<file path="src/rtl/core/hrlp_pkg.sv">
// Package for the HTTP request line parser.
// Token classes, parse phases, keyword table and status codes; no dependencies.
`default_nettype none

package hrlp_pkg;

  typedef enum logic [2:0] {
    CLS_NONE,
    CLS_WS,
    CLS_NUM,
    CLS_WORD,
    CLS_EOL
  } class_t;

  typedef enum logic [2:0] {
    PH_METHOD,
    PH_SP1,
    PH_TARGET,
    PH_SP2,
    PH_VERSION,
    PH_EOL
  } phase_t;

  typedef enum logic [1:0] {
    MTH_NONE,
    MTH_GET,
    MTH_POST
  } method_t;

  typedef enum logic [1:0] {
    TGT_OTHER,
    TGT_DATA,
    TGT_ID
  } target_t;

  typedef enum logic [1:0] {
    FIN_CONT,
    FIN_BAD,
    FIN_DONE
  } fin_t;

  localparam logic [1:0] ST_BAD       = 2'd0;
  localparam logic [1:0] ST_OK_ID     = 2'd1;
  localparam logic [1:0] ST_OK_DATA   = 2'd2;
  localparam logic [1:0] ST_NOT_FOUND = 2'd3;

  localparam logic CFG_DATA_VALUE = 1'b0;
  localparam logic CFG_ID_TEXT    = 1'b1;

  localparam logic [15:0] DATA_VALUE_RST = 16'd234;
  localparam logic [63:0] ID_TEXT_RST    = 64'h0000_0000_0065_6F6A;

  localparam int KW_COUNT = 7;
  localparam int KW_GET   = 0;
  localparam int KW_POST  = 1;
  localparam int KW_DATA  = 2;
  localparam int KW_ID    = 3;
  localparam int KW_VER   = 4;
  localparam int KW_SP    = 5;
  localparam int KW_CRLF  = 6;

  // first character in bits 7:0
  localparam logic [63:0] KW_TEXT [KW_COUNT] = '{
    64'h0000_0000_0054_4547,   // GET
    64'h0000_0000_5453_4F50,   // POST
    64'h0000_0061_7461_642F,   // /data
    64'h0000_0000_0064_692F,   // /id
    64'h302E_312F_5054_5448,   // HTTP/1.0
    64'h0000_0000_0000_0020,   // space
    64'h0000_0000_0A0D_0A0D    // CR LF CR LF
  };

  localparam logic [3:0] KW_LEN [KW_COUNT] = '{
    4'd3, 4'd4, 4'd5, 4'd3, 4'd8, 4'd1, 4'd4
  };

  typedef struct packed {
    class_t start;
    logic   cont;
  } cls_info_t;

  typedef struct packed {
    logic        valid;
    logic [1:0]  status;
    logic [15:0] data;
    logic [63:0] id;
  } res_t;

endpackage

`default_nettype wire

</file>
<file path="src/rtl/core/hrlp_class.sv">
// Byte classifier: start class of a byte and whether it extends the open token.
// Uses hrlp_pkg.
`default_nettype none

module hrlp_class
  import hrlp_pkg::*;
(
  input  wire logic [7:0] byte_in,
  input  wire class_t     tok_class,
  output cls_info_t       info
);

  logic letter, digit, mark, eol;

  assign letter = (byte_in >= 8'h61 && byte_in <= 8'h7A) ||
                  (byte_in >= 8'h41 && byte_in <= 8'h5A);
  assign digit  = byte_in >= 8'h30 && byte_in <= 8'h39;
  assign mark   = byte_in == 8'h5F || byte_in == 8'h2F ||
                  byte_in == 8'h2E || byte_in == 8'h2D;
  assign eol    = byte_in == 8'h0D || byte_in == 8'h0A;

  always_comb begin
    priority if (byte_in == 8'h20) info.start = CLS_WS;
    else if (digit)                info.start = CLS_NUM;
    else if (letter || mark)       info.start = CLS_WORD;
    else if (eol)                  info.start = CLS_EOL;
    else                           info.start = CLS_NONE;

    unique case (tok_class)
      CLS_WS:   info.cont = byte_in == 8'h20;
      CLS_NUM:  info.cont = digit;
      CLS_WORD: info.cont = letter || digit || mark;
      CLS_EOL:  info.cont = eol;
      default:  info.cont = 1'b0;
    endcase
  end

endmodule

`default_nettype wire

</file>
<file path="src/rtl/core/hrlp_core.sv">
// Parse state and per-word step logic: tokens, keyword matching, phase tracking.
// Uses hrlp_pkg and hrlp_class.
`default_nettype none

module hrlp_core
  import hrlp_pkg::*;
#(
  parameter int TOKEN_MAX = 16
) (
  input  wire logic        clk,
  input  wire logic        rst,
  input  wire logic        fire,
  input  wire logic [7:0]  byte_in,
  input  wire logic        end_of_input,
  input  wire logic [15:0] data_value,
  input  wire logic [63:0] id_text,
  output res_t             res
);

  localparam int LEN_W = $clog2(TOKEN_MAX + 1);

  phase_t              phase, phase_next;
  class_t              tok_class, tok_class_next;
  logic [LEN_W-1:0]    tok_len, tok_len_next;
  logic [KW_COUNT-1:0] kw_match, kw_match_next;
  method_t             method_seen, method_seen_next;
  target_t             target_seen, target_seen_next;

  cls_info_t           cls;
  logic [KW_COUNT-1:0] kw_first, kw_step, kw_full;
  fin_t                fin;
  phase_t              fin_phase;
  method_t             fin_method;
  target_t             fin_target;

  logic tok_open, len_at_max;
  logic do_resp, do_done, do_restart, do_open, do_take, do_apply;

  hrlp_class u_class (
    .byte_in   (byte_in),
    .tok_class (tok_class),
    .info      (cls)
  );

  always_comb begin
    for (int k = 0; k < KW_COUNT; k++) begin
      kw_first[k] = byte_in == KW_TEXT[k][7:0];
      kw_step[k]  = kw_match[k] && (tok_len < LEN_W'(KW_LEN[k])) &&
                    byte_in == KW_TEXT[k][8*tok_len[2:0] +: 8];
      kw_full[k]  = kw_match[k] && tok_len == LEN_W'(KW_LEN[k]);
    end
  end

  // judge the open token against the expected phase
  always_comb begin
    fin        = FIN_BAD;
    fin_phase  = phase;
    fin_method = method_seen;
    fin_target = target_seen;
    unique case (phase)
      PH_METHOD: begin
        if (tok_class == CLS_WORD && kw_full[KW_GET]) begin
          fin = FIN_CONT; fin_phase = PH_SP1; fin_method = MTH_GET;
        end else if (tok_class == CLS_WORD && kw_full[KW_POST]) begin
          fin = FIN_CONT; fin_phase = PH_SP1; fin_method = MTH_POST;
        end
      end
      PH_SP1: begin
        if (tok_class == CLS_WS && kw_full[KW_SP]) begin
          fin = FIN_CONT; fin_phase = PH_TARGET;
        end
      end
      PH_TARGET: begin
        if (tok_class == CLS_WORD) begin
          fin = FIN_CONT; fin_phase = PH_SP2;
          fin_target = kw_full[KW_DATA] ? TGT_DATA : (kw_full[KW_ID] ? TGT_ID : TGT_OTHER);
        end
      end
      PH_SP2: begin
        if (tok_class == CLS_WS && kw_full[KW_SP]) begin
          fin = FIN_CONT; fin_phase = PH_VERSION;
        end
      end
      PH_VERSION: begin
        if (tok_class == CLS_WORD && kw_full[KW_VER]) begin
          fin = FIN_CONT; fin_phase = PH_EOL;
        end
      end
      PH_EOL: begin
        if (tok_class == CLS_EOL && kw_full[KW_CRLF]) fin = FIN_DONE;
      end
      default: fin = FIN_BAD;
    endcase
  end

  assign tok_open   = tok_class != CLS_NONE;
  assign len_at_max = tok_len >= LEN_W'(TOKEN_MAX);

  // what this word does
  always_comb begin
    do_resp    = 1'b0;
    do_done    = 1'b0;
    do_restart = 1'b0;
    do_open    = 1'b0;
    do_take    = 1'b0;
    do_apply   = 1'b0;
    if (end_of_input) begin
      do_resp    = 1'b1;
      do_done    = tok_open && fin == FIN_DONE;
      do_restart = 1'b1;
    end else if (tok_open) begin
      if (len_at_max) begin
        do_resp    = 1'b1;
        do_restart = 1'b1;
        do_open    = cls.start != CLS_NONE;
      end else if (cls.cont) begin
        do_take = 1'b1;
      end else if (fin == FIN_CONT) begin
        do_apply = 1'b1;
        if (cls.start != CLS_NONE) begin
          do_open = 1'b1;
        end else begin
          do_resp    = 1'b1;
          do_restart = 1'b1;
        end
      end else begin
        do_resp    = 1'b1;
        do_done    = fin == FIN_DONE;
        do_restart = 1'b1;
        do_open    = cls.start != CLS_NONE;
      end
    end else if (cls.start != CLS_NONE) begin
      do_open = 1'b1;
    end else begin
      do_resp    = 1'b1;
      do_restart = 1'b1;
    end
  end

  // next state
  always_comb begin
    phase_next       = phase;
    tok_class_next   = tok_class;
    tok_len_next     = tok_len;
    kw_match_next    = kw_match;
    method_seen_next = method_seen;
    target_seen_next = target_seen;
    if (do_apply) begin
      phase_next       = fin_phase;
      method_seen_next = fin_method;
      target_seen_next = fin_target;
      tok_class_next   = CLS_NONE;
    end
    if (do_restart) begin
      phase_next       = PH_METHOD;
      method_seen_next = MTH_NONE;
      target_seen_next = TGT_OTHER;
      tok_class_next   = CLS_NONE;
      tok_len_next     = '0;
      kw_match_next    = '1;
    end
    if (do_open) begin
      tok_class_next = cls.start;
      tok_len_next   = LEN_W'(1);
      kw_match_next  = kw_first;
    end
    if (do_take) begin
      tok_len_next  = tok_len + LEN_W'(1);
      kw_match_next = kw_step;
    end
  end

  // result word
  always_comb begin
    res.valid  = fire && do_resp;
    res.status = ST_BAD;
    res.data   = '0;
    res.id     = '0;
    if (do_done) begin
      if (method_seen == MTH_GET && target_seen == TGT_ID) begin
        res.status = ST_OK_ID;
        res.id     = id_text;
      end else if (method_seen == MTH_GET && target_seen == TGT_DATA) begin
        res.status = ST_OK_DATA;
        res.data   = data_value;
      end else begin
        res.status = ST_NOT_FOUND;
      end
    end
  end

  always_ff @(posedge clk) begin
    if (rst) begin
      phase       <= PH_METHOD;
      tok_class   <= CLS_NONE;
      tok_len     <= '0;
      kw_match    <= '1;
      method_seen <= MTH_NONE;
      target_seen <= TGT_OTHER;
    end else if (fire) begin
      phase       <= phase_next;
      tok_class   <= tok_class_next;
      tok_len     <= tok_len_next;
      kw_match    <= kw_match_next;
      method_seen <= method_seen_next;
      target_seen <= target_seen_next;
    end
  end

endmodule

`default_nettype wire

</file>
<file path="src/rtl/core/http_request_line_parser.sv">
// HTTP/1.0 request line parser, one request byte per word.
// Top level: input register, config registers, output register; uses hrlp_pkg,
// hrlp_core.
//
// Input channel (in_valid/in_ready): byte_in, or end_of_input set to close the
// stream. Output channel (out_valid/out_ready): one word per request with
// status, data_out and id_out. Words that do not end a request give nothing.
// Configuration: cfg_wen with cfg_index 0 writes data_value, 1 writes id_text;
// write only while the block is idle.
// An input word is held in the input register, judged by hrlp_core and its
// response is registered in the output register.
// Throughput: one byte per cycle while the output is not stalled; the token,
// keyword and phase state is updated once per word by one stage of logic.
// When the receiver stalls, the output word holds and the input register keeps
// the next byte; in_ready drops only while the input register holds a byte and
// an output word waits with out_ready low.
// Reset clears the parse state, empties both registers and sets data_value to
// 234 and id_text to "joe".
`default_nettype none

module http_request_line_parser
  import hrlp_pkg::*;
#(
  parameter int TOKEN_MAX = 16
) (
  input  wire logic        clk,
  input  wire logic        rst,
  input  wire logic        in_valid,
  output logic             in_ready,
  input  wire logic [7:0]  byte_in,
  input  wire logic        end_of_input,
  output logic             out_valid,
  input  wire logic        out_ready,
  output logic [1:0]       status,
  output logic [15:0]      data_out,
  output logic [63:0]      id_out,
  input  wire logic        cfg_wen,
  input  wire logic        cfg_index,
  input  wire logic [63:0] cfg_data
);

  logic [15:0] data_value;
  logic [63:0] id_text;

  logic        in_v;
  logic [7:0]  in_byte;
  logic        in_eoi;
  logic        adv;
  logic        fire;
  res_t        res;

  assign adv      = !out_valid || out_ready;
  assign fire     = in_v && adv;
  assign in_ready = !in_v || adv;

  always_ff @(posedge clk) begin
    if (rst) begin
      data_value <= DATA_VALUE_RST;
      id_text    <= ID_TEXT_RST;
    end else if (cfg_wen) begin
      unique case (cfg_index)
        CFG_DATA_VALUE: data_value <= cfg_data[15:0];
        CFG_ID_TEXT:    id_text    <= cfg_data;
        default:        id_text    <= id_text;
      endcase
    end
  end

  always_ff @(posedge clk) begin
    if (rst) begin
      in_v <= 1'b0;
    end else if (in_valid && in_ready) begin
      in_v <= 1'b1;
    end else if (fire) begin
      in_v <= 1'b0;
    end
  end

  always_ff @(posedge clk) begin
    if (in_valid && in_ready) begin
      in_byte <= byte_in;
      in_eoi  <= end_of_input;
    end
  end

  hrlp_core #(
    .TOKEN_MAX (TOKEN_MAX)
  ) u_core (
    .clk          (clk),
    .rst          (rst),
    .fire         (fire),
    .byte_in      (in_byte),
    .end_of_input (in_eoi),
    .data_value   (data_value),
    .id_text      (id_text),
    .res          (res)
  );

  always_ff @(posedge clk) begin
    if (rst) begin
      out_valid <= 1'b0;
    end else if (adv) begin
      out_valid <= res.valid;
    end
  end

  always_ff @(posedge clk) begin
    if (adv && res.valid) begin
      status   <= res.status;
      data_out <= res.data;
      id_out   <= res.id;
    end
  end

  a_data_zero: assert property (@(posedge clk) disable iff (rst)
    out_valid && status != ST_OK_DATA |-> data_out == 16'd0)
    else $error("data_out nonzero without ok data status");

  a_id_zero: assert property (@(posedge clk) disable iff (rst)
    out_valid && status != ST_OK_ID |-> id_out == 64'd0)
    else $error("id_out nonzero without ok id status");

  a_ready_flow: assert property (@(posedge clk) disable iff (rst)
    out_ready |-> in_ready)
    else $error("input stalled while output drains");

  a_reset_empty: assert property (@(posedge clk)
    rst |=> !out_valid)
    else $error("output word present after reset");

endmodule

`default_nettype wire
</file>
<file path="config.mk">
export PLATFORM = sky130hd
export DESIGN_NAME = http_request_line_parser
export DESIGN_NICKNAME = d
export VERILOG_FILES = /design/src/rtl/core/hrlp_pkg.sv /design/src/rtl/core/hrlp_class.sv /design/src/rtl/core/hrlp_core.sv /design/src/rtl/core/http_request_line_parser.sv
export SDC_FILE = /design/constraint.sdc
export NUM_CORES = 1
export LEC_CHECK = 0
export BUFFER_PORTS_ARGS = -buffer_cell sky130_fd_sc_hd__buf_4
export CORE_MARGIN = 2
export CORE_UTILIZATION = 52
export DETAILED_ROUTE_END_ITERATION = 10
export PLACE_DENSITY = 0.76
export SYNTH_ARGS = -nofsm -noshare
export SYNTH_HDL_FRONTEND = slang
export SYNTH_SLANG_ARGS = --single-unit
</file>
<file path="constraint.sdc">
create_clock -name clk -period 8.45 [get_ports clk]
set_input_delay 1.2675 -clock clk [delete_from_list [all_inputs] [get_ports clk]]
set_output_delay 1.2675 -clock clk [all_outputs]
set_load 0.005 [all_outputs]
</file>
Word-level counts from Yosys, hierarchy flattened

Cells that the tools add are included.

Logic and storage cells: 222
Register bits after elaboration: 195
Input port bits: 79

Multiplexer cells: 71
$lt $le $gt $ge: 12
Reductions and logical operators: 72
Bitwise gates (word level): 3
Shifts and indexed selects: 7
Equality and inequality tests: 40
Add/subtract/negate cells: 1

Operators by type and width:

| operator                                                                             | number |
|---|---|
| 64-bit by 7-bit variable part select with 8-bit output (first input constant)        | 7 |
| 8-bit equality test                                                                  | 7 |
| 3-bit two-way mux                                                                    | 15 |
| 1-bit logical AND                                                                    | 36 |
| 1-bit two-way mux                                                                    | 34 |
| 8-bit by 6-bit equality test with 1-bit output (second input constant)               | 4 |
| 8-bit by 7-bit equality test with 1-bit output (second input constant)               | 4 |
| 2-bit two-way mux                                                                    | 13 |
| 7-bit two-way mux                                                                    | 3 |
| 8-bit by 4-bit equality test with 1-bit output (second input constant)               | 2 |
| 8-bit by 7-bit greater-or-equal comparator with 1-bit output (second input constant) | 2 |
| 8-bit by 7-bit less-or-equal comparator with 1-bit output (second input constant)    | 2 |
| 5-bit two-way mux                                                                    | 3 |
| 3-bit case mux with 5 select lines                                                   | 1 |
| 3-bit nonzero test                                                                   | 5 |
| 3-bit by 2-bit equality test with 1-bit output (second input constant)               | 4 |
| 3-bit by 1-bit inequality test with 1-bit output (second input constant)             | 4 |
| 5-bit by 3-bit equality test with 1-bit output (second input constant)               | 2 |
| 1-bit logical OR                                                                     | 10 |
| 5-bit by 3-bit less-than comparator with 1-bit output (second input constant)        | 2 |
| 2-bit case mux with 5 select lines                                                   | 1 |
| 2-bit AND reduction                                                                  | 5 |
| 2-bit nonzero test                                                                   | 5 |
| 3-bit equality test (second input constant)                                          | 3 |
| 24 further kinds                                                                     | 32 |

Longest topological paths before layout

Gate-level depths: netlist of the first run.

Depth after elaboration: 18
Mapped depth: 13
Mapped depth without buffers: 11

By module

Synthesis of the first run repeated with hierarchy kept, for this count alone.

Cells, all modules: 847
Area, all modules: 9014.9 µm²

By module, submodules not included:

| module                   | cells each | area an instance (µm²) | sequential area each (µm²) | times used |
|---|---|---|---|---|
| http_request_line_parser | 446        | 6170.9                 | 4374.2                     | 1 |
| hrlp_core                | 375        | 2641.3                 | 440.4                      | 1 |
| hrlp_class               | 26         | 202.7                  | 0.0                        | 1 |

Least setup slack after synthesis of the first run

OpenSTA, ideal clock, no wires.

Kind: reg2reg
From: register u_core.tok_len[0]
To: register u_core.phase[2]
Cell stages (with the launch flop): 14
Buffers on the path: 2
Data arrival time: 3.413 ns
Setup slack: 4.919 ns
Clock period less this slack: 3.531 ns
Cells stage by stage: dfxtp_1 > clkbuf_1 > inv_1 > ha_1 > clkbuf_1 > nor2b_1 > a41o_1 > a2bb2oi_1 > o21ai_1 > nand2_1 > nand2_1 > inv_2 > nor2_2 > a32o_1

Longest elaborated chain between the ends: 14
Elaborated cells on any way between the ends: 44

RTL lines:

| element                                                                                   | RTL line         | source |
|---|---|---|
| from (decl)                                                                               | hrlp_core.sv:24  | `logic [LEN_W-1:0] tok_len, tok_len_next;` |
| from (signal assigned)                                                                    | hrlp_core.sv:203 | `tok_len <= tok_len_next;` |
| 5-bit by 3-bit equality test with 1-bit output                                            | hrlp_core.sv:50  | `kw_full[k] = kw_match[k] && tok_len == LEN_W'(KW_LEN[k]);` |
| 1-bit logical AND                                                                         | hrlp_core.sv:50  |  |
| 1-bit logical AND                                                                         | hrlp_core.sv:64  | `end else if (tok_class == CLS_WORD && kw_full[KW_POST]) begin` |
| 1-bit two-way mux                                                                         | hrlp_core.sv:64  |  |
| 2-bit two-way mux                                                                         | hrlp_core.sv:62  | `if (tok_class == CLS_WORD && kw_full[KW_GET]) begin` |
| 2-bit case mux with 5 select lines                                                        | hrlp_core.sv:60  | `unique case (phase)` |
| 2-bit logical NOT                                                                         | hrlp_core.sv:118 | `end else if (fin == FIN_CONT) begin` |
| 1-bit two-way mux                                                                         | hrlp_core.sv:118 |  |
| 1-bit two-way mux                                                                         | hrlp_core.sv:116 | `end else if (cls.cont) begin` |
| 1-bit two-way mux                                                                         | hrlp_core.sv:112 | `if (len_at_max) begin` |
| 1-bit two-way mux                                                                         | hrlp_core.sv:111 | `end else if (tok_open) begin` |
| 1-bit two-way mux                                                                         | hrlp_core.sv:107 | `if (end_of_input) begin` |
| 4-bit by 1-bit inequality test with 1-bit output (no source line) (tied with other cells) | --               |  |
| 8-bit AND reduction (no source line)                                                      | --               |  |
| to (signal assigned)                                                                      | hrlp_core.sv:201 | `phase <= phase_next;` |
| to (decl)                                                                                 | hrlp_core.sv:22  | `phase_t phase, phase_next;` |

Several ways; a longest one is shown, not always the timed one. The select of a mux whose other input is x is not followed.
A chain may end at the register's enable or synchronous reset.

Final worst setup path of the first run

From: register u_core.tok_len[0]
To: register u_core.target_seen[0]

Longest elaborated chain between the ends: 14
Elaborated cells on any way between the ends: 43

RTL lines:

| element                                        | RTL line         | source |
|---|---|---|
| 5-bit by 3-bit equality test with 1-bit output | hrlp_core.sv:50  |  |
| 1-bit logical AND                              | hrlp_core.sv:50  |  |
| 1-bit logical AND                              | hrlp_core.sv:64  |  |
| 1-bit two-way mux                              | hrlp_core.sv:64  |  |
| 2-bit two-way mux                              | hrlp_core.sv:62  |  |
| 2-bit case mux with 5 select lines             | hrlp_core.sv:60  |  |
| 2-bit logical NOT                              | hrlp_core.sv:118 |  |
| 1-bit two-way mux                              | hrlp_core.sv:118 |  |
| 1-bit two-way mux                              | hrlp_core.sv:116 |  |
| 1-bit two-way mux                              | hrlp_core.sv:112 |  |
| 1-bit two-way mux                              | hrlp_core.sv:111 |  |
| 1-bit two-way mux                              | hrlp_core.sv:107 |  |
| 2-bit nonzero test (no source line)            | --               |  |
| 4-bit AND reduction (no source line)           | --               |  |
| to (signal assigned)                           | hrlp_core.sv:206 | `target_seen <= target_seen_next;` |
| to (decl)                                      | hrlp_core.sv:27  | `target_t target_seen, target_seen_next;` |

Several ways; a longest one is shown, not always the timed one. The select of a mux whose other input is x is not followed.

==> flow_metrics.tcl, run 1 <==
set metrics [dict create \
    hold_buffers 0 \
    dr.pass1.iters 5 \
    yosysWarnings 0 \
    finalHoldWorstSlack_ps 450 \
    routed_via_density 5.52 \
    crit_path_max_fanout 83 \
    grt_usage_pct 22.8 \
    finClkSkew_ps 15.3 \
    final_common_cell "nand2_1" \
    seq_area_um2 4810 \
    die_y_um 132 \
    fin_crit_ps 3730 \
    drive_gt1_share_pct 22.2 \
    utilization_pct 65.0 \
    drt_iter0_drc 525 \
    end_kind "register" \
    tightest_slew_ps 1080 \
    rows 46 \
    cp.arrival_ps 4040 \
    worstPathCellList "inv_1 -> ha_1 -> nor2b_1 -> a41o_1 -> a2bb2oi_1 -> o21ai_1 -> nand2_1 -> nand2_1 -> clkinv_2 -> buf_4 -> nor2_2 -> a31o_1" \
    cts-root-buf "clkbuf_16" \
    synth_cells 868 \
    synth_seq_cells 195 \
    hold_path.class "register to register" \
    cts_tree "built" \
    critPathSlowestCell "buf_4" \
    finalSetupViolCount 0 \
    cts-resized-gates 0 \
    die_area_um2 17400 \
    max_freq_mhz 268 \
    cap_violations 0 \
    async_flop_share_pct 0 \
    synth.distinct_cells 71 \
    status "complete, no violations" \
    synth_seq_area_share_pct 56.6 \
    fin_ws_ps 4720 \
    synth_edf_count 91 \
    antenna_found_initial 0 \
    synth_area_per_cell_um2 9.79 \
    synth_top_family_by_area "simple AND/OR/NAND/NOR gates" \
    tns_ps 0 \
    ios 163 \
    netlist.area_leader.share_pct 32.2 \
    post_cts.repair.setup_buffers 0 \
    numPortBuffers 162 \
    cts_buffer_depth 2 \
    synth_top_area_cell "edfxtp_1" \
    synth_compound_area_share_pct 12.3 \
    hpwl_um 12800 \
    cts.sinks 195 \
    routed_wl_um 19800 \
    clk_pin_slew_ps 70 \
    yosys-mux-area-fraction_pct 0 \
    multi_input_area_um2 3330 \
    routed-via-count 6718 \
    drc 0 \
    cpPeakStageDelay_ps 750 \
    ant_nets 0 \
    layout_common_cells "184 x nand2_1, 169 x buf_4, 104 x dfxtp_1, 91 x a21oi_1, 91 x edfxtp_1" \
    start_util_pct 53.3 \
    synth_xor_area_share_pct 1.13 \
    slew_viol_final 0 \
    area_delta_synth_final_pct 21.9 \
    rsz0062_at_grt "no" \
    critPathKind "register to register" \
    start_kind "register" \
    final_min_period_over_clock_period_pct 44.1 \
    core-area_um2 15900 \
    hold_viol 0 \
    r2r_setup_slack_ps 4720 \
    cpMostUsedCell "nand2_1" \
    slew-limit-headroom_pct 27.9 \
    synthesis.nets 955 \
    fp.dieW_um 132 \
    clk_latency_ps 430 \
    synth_flop_cell "dfxtp_1" \
    crit_required_ps 8760 \
    ir_worst_vdd_mv 0.139 \
    syn_area_um2 8500 \
    stdcell_area_um2 10400 \
    layout.nets 1076 \
    yosys.area_share.adder_pct 1.18 \
    stdcell_count 1218 \
    grt_pass1_vias 6280 \
    totalPowerFinal_mw 2.05 \
    num_antenna_cells 0 \
    h-tree-depth 4 \
    pre_cts_slack_ps 4530 \
    place.gp.congestion 0.872 \
    grt_max_degree 105 \
    power.density_nw_per_um2 198 \
    dpl_cell_area_um2 9750 \
    dp.cells 1186 \
    fill_cells 1315 \
    cellLeakagePower_nw 4.13 \
    cts_buffers 17 \
    grt_pass1_wl_um 32300 \
    wire_per_inst_um 16.2 \
    yosys.area_share.simple_pct 24.3 \
    gr-total-overflow 0 \
    ys_top_cells_by_area "edfxtp_1 32%, dfxtp_1 24%, nand2_1 8.2%, and3_1 6.1%, a21oi_1 5.4%" \
]
## cell families after synthesis
logic type / after synthesis
buf+inv: 83
simple gates: 405
compound gates: 166
flops: 195
xor+xnor: 11
fa+ha+maj: 8
## metal layers
metal / track usage (%) / vias up / share of wire, %
li1: - / 3325 / -
met1: 31.4 / 3118 / 45
met2: 36.3 / 248 / 46
met3: 4.54 / 27 / 6.2
met4: 7.85 / 0 / 2.1
met5: 0 / - / 0
## registers in the layout, indices dropped and copies added, names as in the netlist
register            count
id_out                 64
id_text                64
data_out               16
data_value             16
in_byte                 8
u_core.kw_match         7
u_core.tok_len          5
u_core.phase            3
u_core.tok_class        3
status                  2
u_core.method_seen      2
u_core.target_seen      2
in_eoi                  1
in_v                    1
out_valid               1
## final timing paths
path                                   from                                 end  cells past startpoint
min reg2reg      data_value[2]$_SDFFE_PP0P_          data_value[2]$_SDFFE_PP0P_                      2
min              data_value[2]$_SDFFE_PP0P_          data_value[2]$_SDFFE_PP0P_                      2
max reg2reg  u_core.tok_len[0]$_SDFFE_PP0P_  u_core.target_seen[0]$_SDFFE_PP0P_                     12
max          u_core.tok_len[0]$_SDFFE_PP0P_  u_core.target_seen[0]$_SDFFE_PP0P_                     12
## cells in the mapped netlist, drive strengths merged, types with 2 or more instances
master / instances
a221o: 2
dfxtp: 104
a41oi: 2
and3: 83
or2: 2
or3: 7
nor4bb: 2
o31ai: 5
o2111ai: 3
edfxtp: 91
a31oi: 3
o21ai: 27
nand3: 16
nor3b: 3
nor3: 14
ha: 8
a22o: 3
a2111oi: 2
nor2: 24
xor2: 2
buf: 25
a22oi: 5
nand2: 185
clkbuf: 42
and2: 4
xnor2: 9
a31o: 4
nand3b: 22
nand2b: 4
nand4: 13
nor2b: 9
a21oi: 92
o22ai: 2
a221oi: 2
o211a: 2
nor4: 8
or4b: 3
inv: 15
## worst max-delay path, delay by kind of cell, from the launching register on
family          cells  cell delay (ps)
fa+ha+maj           1              370
simple gates        4              570
flops               1              710
compound gates      4              870
buf+inv             3             1090
## cell type report
cell class	instances	share of cell area, %
clock buffer	17	4.11
clock inverter	15	1.82
inverter	16	0.592
multi-input combinational	590	32.1
sequential	195	46.5
tap	216	2.61
timing repair buffer	169	12.2
## power by group
part	internal, mW	leakage [nW]	total (mW)	switching, mW
Combinational	0.0802	2.20	0.164	0.0839
Clock	0.450	0.292	0.825	0.375
Sequential	1.03	1.64	1.06	0.0298
(Power assumes the default switching activity.)
==> run 2: changes to the inputs <==
--- a/config.mk
+++ b/config.mk
@@ -5,9 +5,10 @@
 export SDC_FILE = /design/constraint.sdc
 export NUM_CORES = 1
 export LEC_CHECK = 0
+export ABC_AREA = 1
 export BUFFER_PORTS_ARGS = -buffer_cell sky130_fd_sc_hd__buf_4
 export CORE_MARGIN = 2
-export CORE_UTILIZATION = 52
+export CORE_UTILIZATION = 50
 export DETAILED_ROUTE_END_ITERATION = 10
 export PLACE_DENSITY = 0.76
 export SYNTH_ARGS = -nofsm -noshare
==> constraint.sdc (replaced) <==
create_clock -name clk -period 3.1 [get_ports clk]
set_input_delay 0.465 -clock clk [delete_from_list [all_inputs] [get_ports clk]]
set_output_delay 0.465 -clock clk [all_outputs]
set_load 0.005 [all_outputs]
==> run 2 against run 1 <==
  * Final area is 0.59% higher
  * Worst setup slack worse by 4200 ps
  * First-iteration DRC count is 14% higher
  * Largest power group unchanged
  * Utilization decreased by 1.5 points
  * Highest routed layer unchanged
  * Clock power rose to 2.8 times the previous value
  * Global-route usage up 0.29 points
  * Final cell count up 6.0%
  * Area after synthesis fell by 2.0%
  * Fmax up 43%
  * Synthesized cell count is 4.6% higher
  * Hold slack lost 250 ps
==> flow_metrics.tcl, run 2 <==
set metrics [dict create \
    status "complete, no violations" \
    cts_buffers 17 \
    die_area_um2 17700 \
    grt_usage_pct 23.1 \
    totalPowerFinal_mw 5.82 \
    fin_crit_ps 2610 \
    dr.pass1.iters 5 \
    clk_latency_ps 430 \
    area_delta_synth_final_pct 25.2 \
    hold_path.class "primary input to register" \
    dp.cells 1259 \
    ys_top_cells_by_area "edfxtp_1 33%, dfxtp_1 25%, nor2_1 5.2%, inv_1 5.2%, a21oi_1 5.0%" \
    critPathKind "register to register" \
    slew-limit-headroom_pct 50.3 \
    worstPathCellList "inv_2 -> nand4_1 -> a21oi_2 -> nand3_1 -> nand3_4 -> inv_2 -> o21ai_2 -> inv_2 -> nand2_4 -> buf_4 -> nor2_1" \
    cp_num_buf_inv 4 \
    cp.arrival_ps 2800 \
    max_freq_mhz 383 \
    hold_buffers 0 \
    synth.distinct_cells 43 \
    start_kind "register" \
    worstReg2RegStart "in_byte[2]$_DFFE_PP_" \
    power.density_nw_per_um2 559 \
    r2r_end "id_out[58]$_SDFFCE_PN0P_" \
    die_y_um 133 \
    end_kind "register" \
    fill_cells 1315 \
    core-area_um2 16400 \
    multi_input_area_um2 2820 \
    finClkSkew_ps 9.90 \
    fp.dieW_um 133 \
    rsz0062_at_grt "no" \
    cts_tree "built" \
    r2r_setup_slack_ps 490 \
    grt_max_degree 59 \
    grtUsageMet3_pct 4.98 \
    syn_area_um2 8330 \
    rows 47 \
    crit_path_max_fanout 22 \
    layout_common_cells "173 x buf_4, 115 x nor2_1, 110 x inv_1, 102 x dfxtp_1, 97 x nand2_1" \
    async_flop_share_pct 0 \
    ant_nets 0 \
    cts.sinks 195 \
    stdcell_area_um2 10400 \
    seq_area_um2 4820 \
    synth_seq_area_share_pct 57.8 \
    min_to "in_eoi$_DFFE_PP_" \
    critPathSlowestCell "edfxtp_1" \
    slew_viol_final 0 \
    cellLeakagePower_nw 4.30 \
    busiest_layer "met2" \
    dpl_cell_area_um2 9790 \
    synth_area_per_cell_um2 9.17 \
    timing.reg2reg.worst_path_depth 11 \
    hpwl_um 14300 \
    cts-resized-gates 0 \
    synth_top_area_cell "edfxtp_1" \
    finalHoldWorstSlack_ps 205 \
    netlist.area_leader.share_pct 32.8 \
    ios 163 \
    routed-via-count 6734 \
    stdcell_count 1291 \
    synth_common_cells "116 x nor2_1, 115 x inv_1, 104 x dfxtp_1, 98 x nand2_1, 91 x edfxtp_1" \
    tns_ps 0 \
    yosysMostFrequentCell "nor2_1" \
    clk_pin_slew_ps 70 \
    hold_start "end_of_input" \
    cpLargestDelayFamily "simple AND/OR/NAND/NOR gates" \
    gr-total-overflow 0 \
    synth_seq_cells 195 \
    num_antenna_cells 0 \
    utilization_pct 63.5 \
    drive_gt1_share_pct 24.8 \
    post_cts.repair.setup_buffers 0 \
    grtUsageMet2_pct 38.0 \
    grt_pass1_vias 6389 \
    grt_pass1_wl_um 32300 \
    hold_viol 0 \
    pre_cts_slack_ps 486 \
    synth_flop_cell "dfxtp_1" \
    ir_worst_vdd_mv 0.381 \
    synth_edf_count 91 \
    synth_cells 908 \
    largestRegisters "id_out x64, id_text x64" \
    synthesis.nets 995 \
    gr-usage-met1_pct 29.9 \
    antenna_found_initial 0 \
    wire_per_inst_um 15.6 \
    drt_iter0_drc 596 \
    cap_violations 0 \
    final_min_period_over_clock_period_pct 84.1 \
    cpMostUsedCell "inv_2" \
    routed_wl_um 20200 \
    numPortBuffers 162 \
    crit_required_ps 3290 \
    cts-root-buf "clkbuf_16" \
    tightest_slew_ps 743 \
    fin_ws_ps 492 \
    place.gp.congestion 0.886 \
    cpPeakStageDelay_ps 590 \
    hold_path_depth 1 \
    h-tree-depth 4 \
    start_util_pct 50.8 \
    routed_via_density 5.22 \
    drc 0 \
    final_common_cell "buf_4" \
    layout.nets 1145 \
    yosysWarnings 0 \
    cts_buffer_depth 2 \
    finalSetupViolCount 0 \
]
-- run 2: power by group --
part | leakage, nW | switching [mW] | internal [mW] | total [mW]
Sequential | 1.64 | 0.0730 | 2.85 | 2.92
Clock | 0.306 | 1.05 | 1.24 | 2.29
Combinational | 2.35 | 0.344 | 0.265 | 0.608
-- run 2: kinds of logic after synthesis --
kind of cell	count (synthesis)	synth area share, %
AND/OR/NAND/NOR	313	17.4
AO/OA/AOI/OAI	207	13.8
flip-flops	195	57.8
buffers and inverters	175	8.69
XOR/XNOR	10	1.05
adder cells (fa/ha/maj)	8	1.20
-- run 2: worst max-delay path by stage --
stage,endpoint,from,cells past startpoint
2_1_floorplan,data_out[0]$_SDFFCE_PP0P_,u_core.tok_len[0]$_SDFFE_PP0P_,14
3_3_place_gp,id_out[8]$_SDFFCE_PN0P_,in_byte[2]$_DFFE_PP_,11
3_5_place_dp,id_out[61]$_SDFFCE_PN0P_,in_byte[2]$_DFFE_PP_,13
4_1_cts,id_out[61]$_SDFFCE_PN0P_,in_byte[2]$_DFFE_PP_,13
5_1_grt,data_out[6]$_SDFFCE_PP0P_,in_byte[2]$_DFFE_PP_,11
6_report,id_out[58]$_SDFFCE_PN0P_,in_byte[2]$_DFFE_PP_,11
-- run 2: area by class of cell --
class / instances / share of cell area, %
clock buffer: 17 / 4.08
clock inverter: 15 / 1.99
inverter: 129 / 4.78
multi-input combinational: 538 / 27.0
sequential: 195 / 46.2
tap: 220 / 2.64
timing repair buffer: 177 / 13.2
-- run 2: routing by layer --
metal	wire [um]	vias up
met2	9610	263
met4	543	0
met3	1360	44
met5	0	-
li1	-	3333
met1	8680	3094
==> run 3: changes to the inputs <==
--- a/config.mk
+++ b/config.mk
@@ -8,7 +8,7 @@
 export ABC_AREA = 1
 export BUFFER_PORTS_ARGS = -buffer_cell sky130_fd_sc_hd__buf_4
 export CORE_MARGIN = 2
-export CORE_UTILIZATION = 50
+export CORE_UTILIZATION = 52
 export DETAILED_ROUTE_END_ITERATION = 10
 export PLACE_DENSITY = 0.76
 export SYNTH_ARGS = -nofsm -noshare
==> constraint.sdc (replaced) <==
create_clock -name clk -period 2.55 [get_ports clk]
set_input_delay 0.3825 -clock clk [delete_from_list [all_inputs] [get_ports clk]]
set_output_delay 0.3825 -clock clk [all_outputs]
set_load 0.005 [all_outputs]
==> run 3 against run 2 <==
  * Via count rose by 1.9%
  * Largest power group unchanged
  * Critical endpoint is now data_out[5]$_SDFFCE_PP0P_
  * Wire length rose by 1.2%
  * Worst setup slack got worse by 390 ps
  * Count of clock-buffer cells in the layout rose by 1
==> flow_metrics.tcl, run 3 (synthesis gave the netlist of run 2 again) <==
set metrics [dict create \
    fp.dieW_um 131 \
    layout.nets 1171 \
    core-area_um2 15800 \
    area_delta_synth_final_pct 28.0 \
    hold_viol 0 \
    cap_violations 0 \
    hpwl_um 14200 \
    start_util_pct 52.8 \
    cts_tree "built" \
    drive_gt1_share_pct 26.7 \
    stdcell_count 1313 \
    hold_start "end_of_input" \
    crit_path_max_fanout 20 \
    crit_required_ps 2740 \
    ant_nets 0 \
    layout_common_cells "189 x buf_4, 114 x nor2_1, 110 x inv_1, 102 x dfxtp_1, 96 x nand2_1" \
    routed_wl_um 20400 \
    end_kind "register" \
    route.met3.wl_um 1250 \
    grt_max_degree 102 \
    ios 163 \
    final_min_period_over_clock_period_pct 96.1 \
    gr-total-overflow 0 \
    num_antenna_cells 0 \
    max_freq_mhz 408 \
    hold_buffers 0 \
    fin_crit_ps 2450 \
    ir_worst_vdd_mv 0.493 \
    grt_pass1_wl_um 31300 \
    h-tree-depth 4 \
    rows 46 \
    wl_met2_um 10100 \
    tightest_slew_ps 592 \
    routed-via-count 6860 \
    place.gp.congestion 0.938 \
    dr.pass1.iters 6 \
    clk_pin_slew_ps 70 \
    totalPowerFinal_mw 6.95 \
    clk_latency_ps 440 \
    antenna_found_initial 0 \
    drc 0 \
    power.density_nw_per_um2 652 \
    largestRegisters "id_out x64, id_text x64" \
    routed_via_density 5.22 \
    top_layer "met4" \
    die_area_um2 17000 \
    cts-root-buf "clkbuf_16" \
    grt_pass1_vias 6340 \
    drt_iter0_drc 534 \
    worstReg2RegStart "in_byte[1]$_DFFE_PP_" \
    cp.arrival_ps 2640 \
    cp-startpoint "in_byte[1]$_DFFE_PP_" \
    hold_path.class "primary input to register" \
    dpl_cell_area_um2 9960 \
    dp.cells 1272 \
    start_kind "register" \
    finClkSkew_ps 10.2 \
    die_y_um 131 \
    met1_length_um 8580 \
    numPortBuffers 162 \
    critPathKind "register to register" \
    wire_per_inst_um 15.6 \
    cellLeakagePower_nw 4.44 \
    cts_buffers 17 \
    cts_buffer_depth 2 \
    stdcell_area_um2 10700 \
    grt_usage_pct 23.7 \
    cts.sinks 195 \
    finalSetupViolCount 0 \
    fill_cells 1282 \
    slew-limit-headroom_pct 60.5 \
    slew_viol_final 0 \
    status "complete, no violations" \
    final_common_cell "buf_4" \
]
## run 3: cell count changes in the layout (fill, tap and decap cells not counted), moves of 3 or more
cell | before | now
buf_12 | 4 | 9
buf_4 | 173 | 189
buf_6 | 0 | 3
clkinv_2 | 0 | 3
clkinv_8 | 3 | 0
## run 3: worst max-delay path, stage by stage, from the launching register on
cell,delay (ps)
edfxtp_1,380
buf_4,180
buf_4,140
inv_2,70
nand4_1,120
a21oi_2,250
nand3_1,140
nand3_4,130
nand2_2,70
nand3_2,130
nand2_4,90
nand2_4,80
clkinvlp_4,110
buf_12,150
buf_12,160
## run 3: final timing paths
| path | to | slack, ps | cells after the start |
|---|---|---|---|
| hold / removal | in_eoi$_DFFE_PP_ | 120 | 1 |
| setup / recovery | data_out[5]$_SDFFCE_PP0P_ | 100 | 14 |
| hold reg to reg | id_text[29]$_SDFFE_PP0P_ | 450 | 2 |
| setup reg to reg | data_out[5]$_SDFFCE_PP0P_ | 100 | 14 |
## run 3: timing repair
item | in CTS | in global routing
gates resized for setup | 0 | 6
setup endpoints to repair | 0 | 82
setup buffers | 0 | 7
## run 3: cell type report
cell class / count / area [um^2] / share of cell area (%)
multi-input combinational: 538 / 2830 / 26.5
clock buffer: 18 / 429 / 4.03
inverter: 129 / 498 / 4.67
clock inverter: 14 / 143 / 1.34
sequential: 195 / 4820 / 45.2
tap: 216 / 270 / 2.54
timing repair buffer: 203 / 1670 / 15.7
## run 3: per-stage QoR
| stage | TNS (ps) | hold slack (ps) | util, % | setup WS [ps] |
|---|---|---|---|---|
| floorplan | -48130 | 430 | - | -587 |
| global placement | 0 | 438 | 63.2 | 142 |
| detailed placement | 0 | 442 | 63.2 | 85.7 |
| CTS | 0 | 111 | 66.8 | 75.6 |
| global route | -823 | 110 | 67.6 | -22.4 |
| finish | 0 | 123 | 67.6 | 100 |
## run 3: metal layers
layer / track usage (%) / vias up
met3: 3.99 / 36
met5: 0 / -
met2: 40.1 / 257
met1: 30.2 / 3182
met4: 9.89 / 0
li1: - / 3385
## run 3: power by group
part	leakage (nW)	internal, mW	total (mW)	switching [mW]
sequential	1.64	3.47	3.55	0.0804
clock	0.280	1.38	2.60	1.22
combinational	2.52	0.361	0.795	0.434
total	4.44	5.21	6.95	1.74
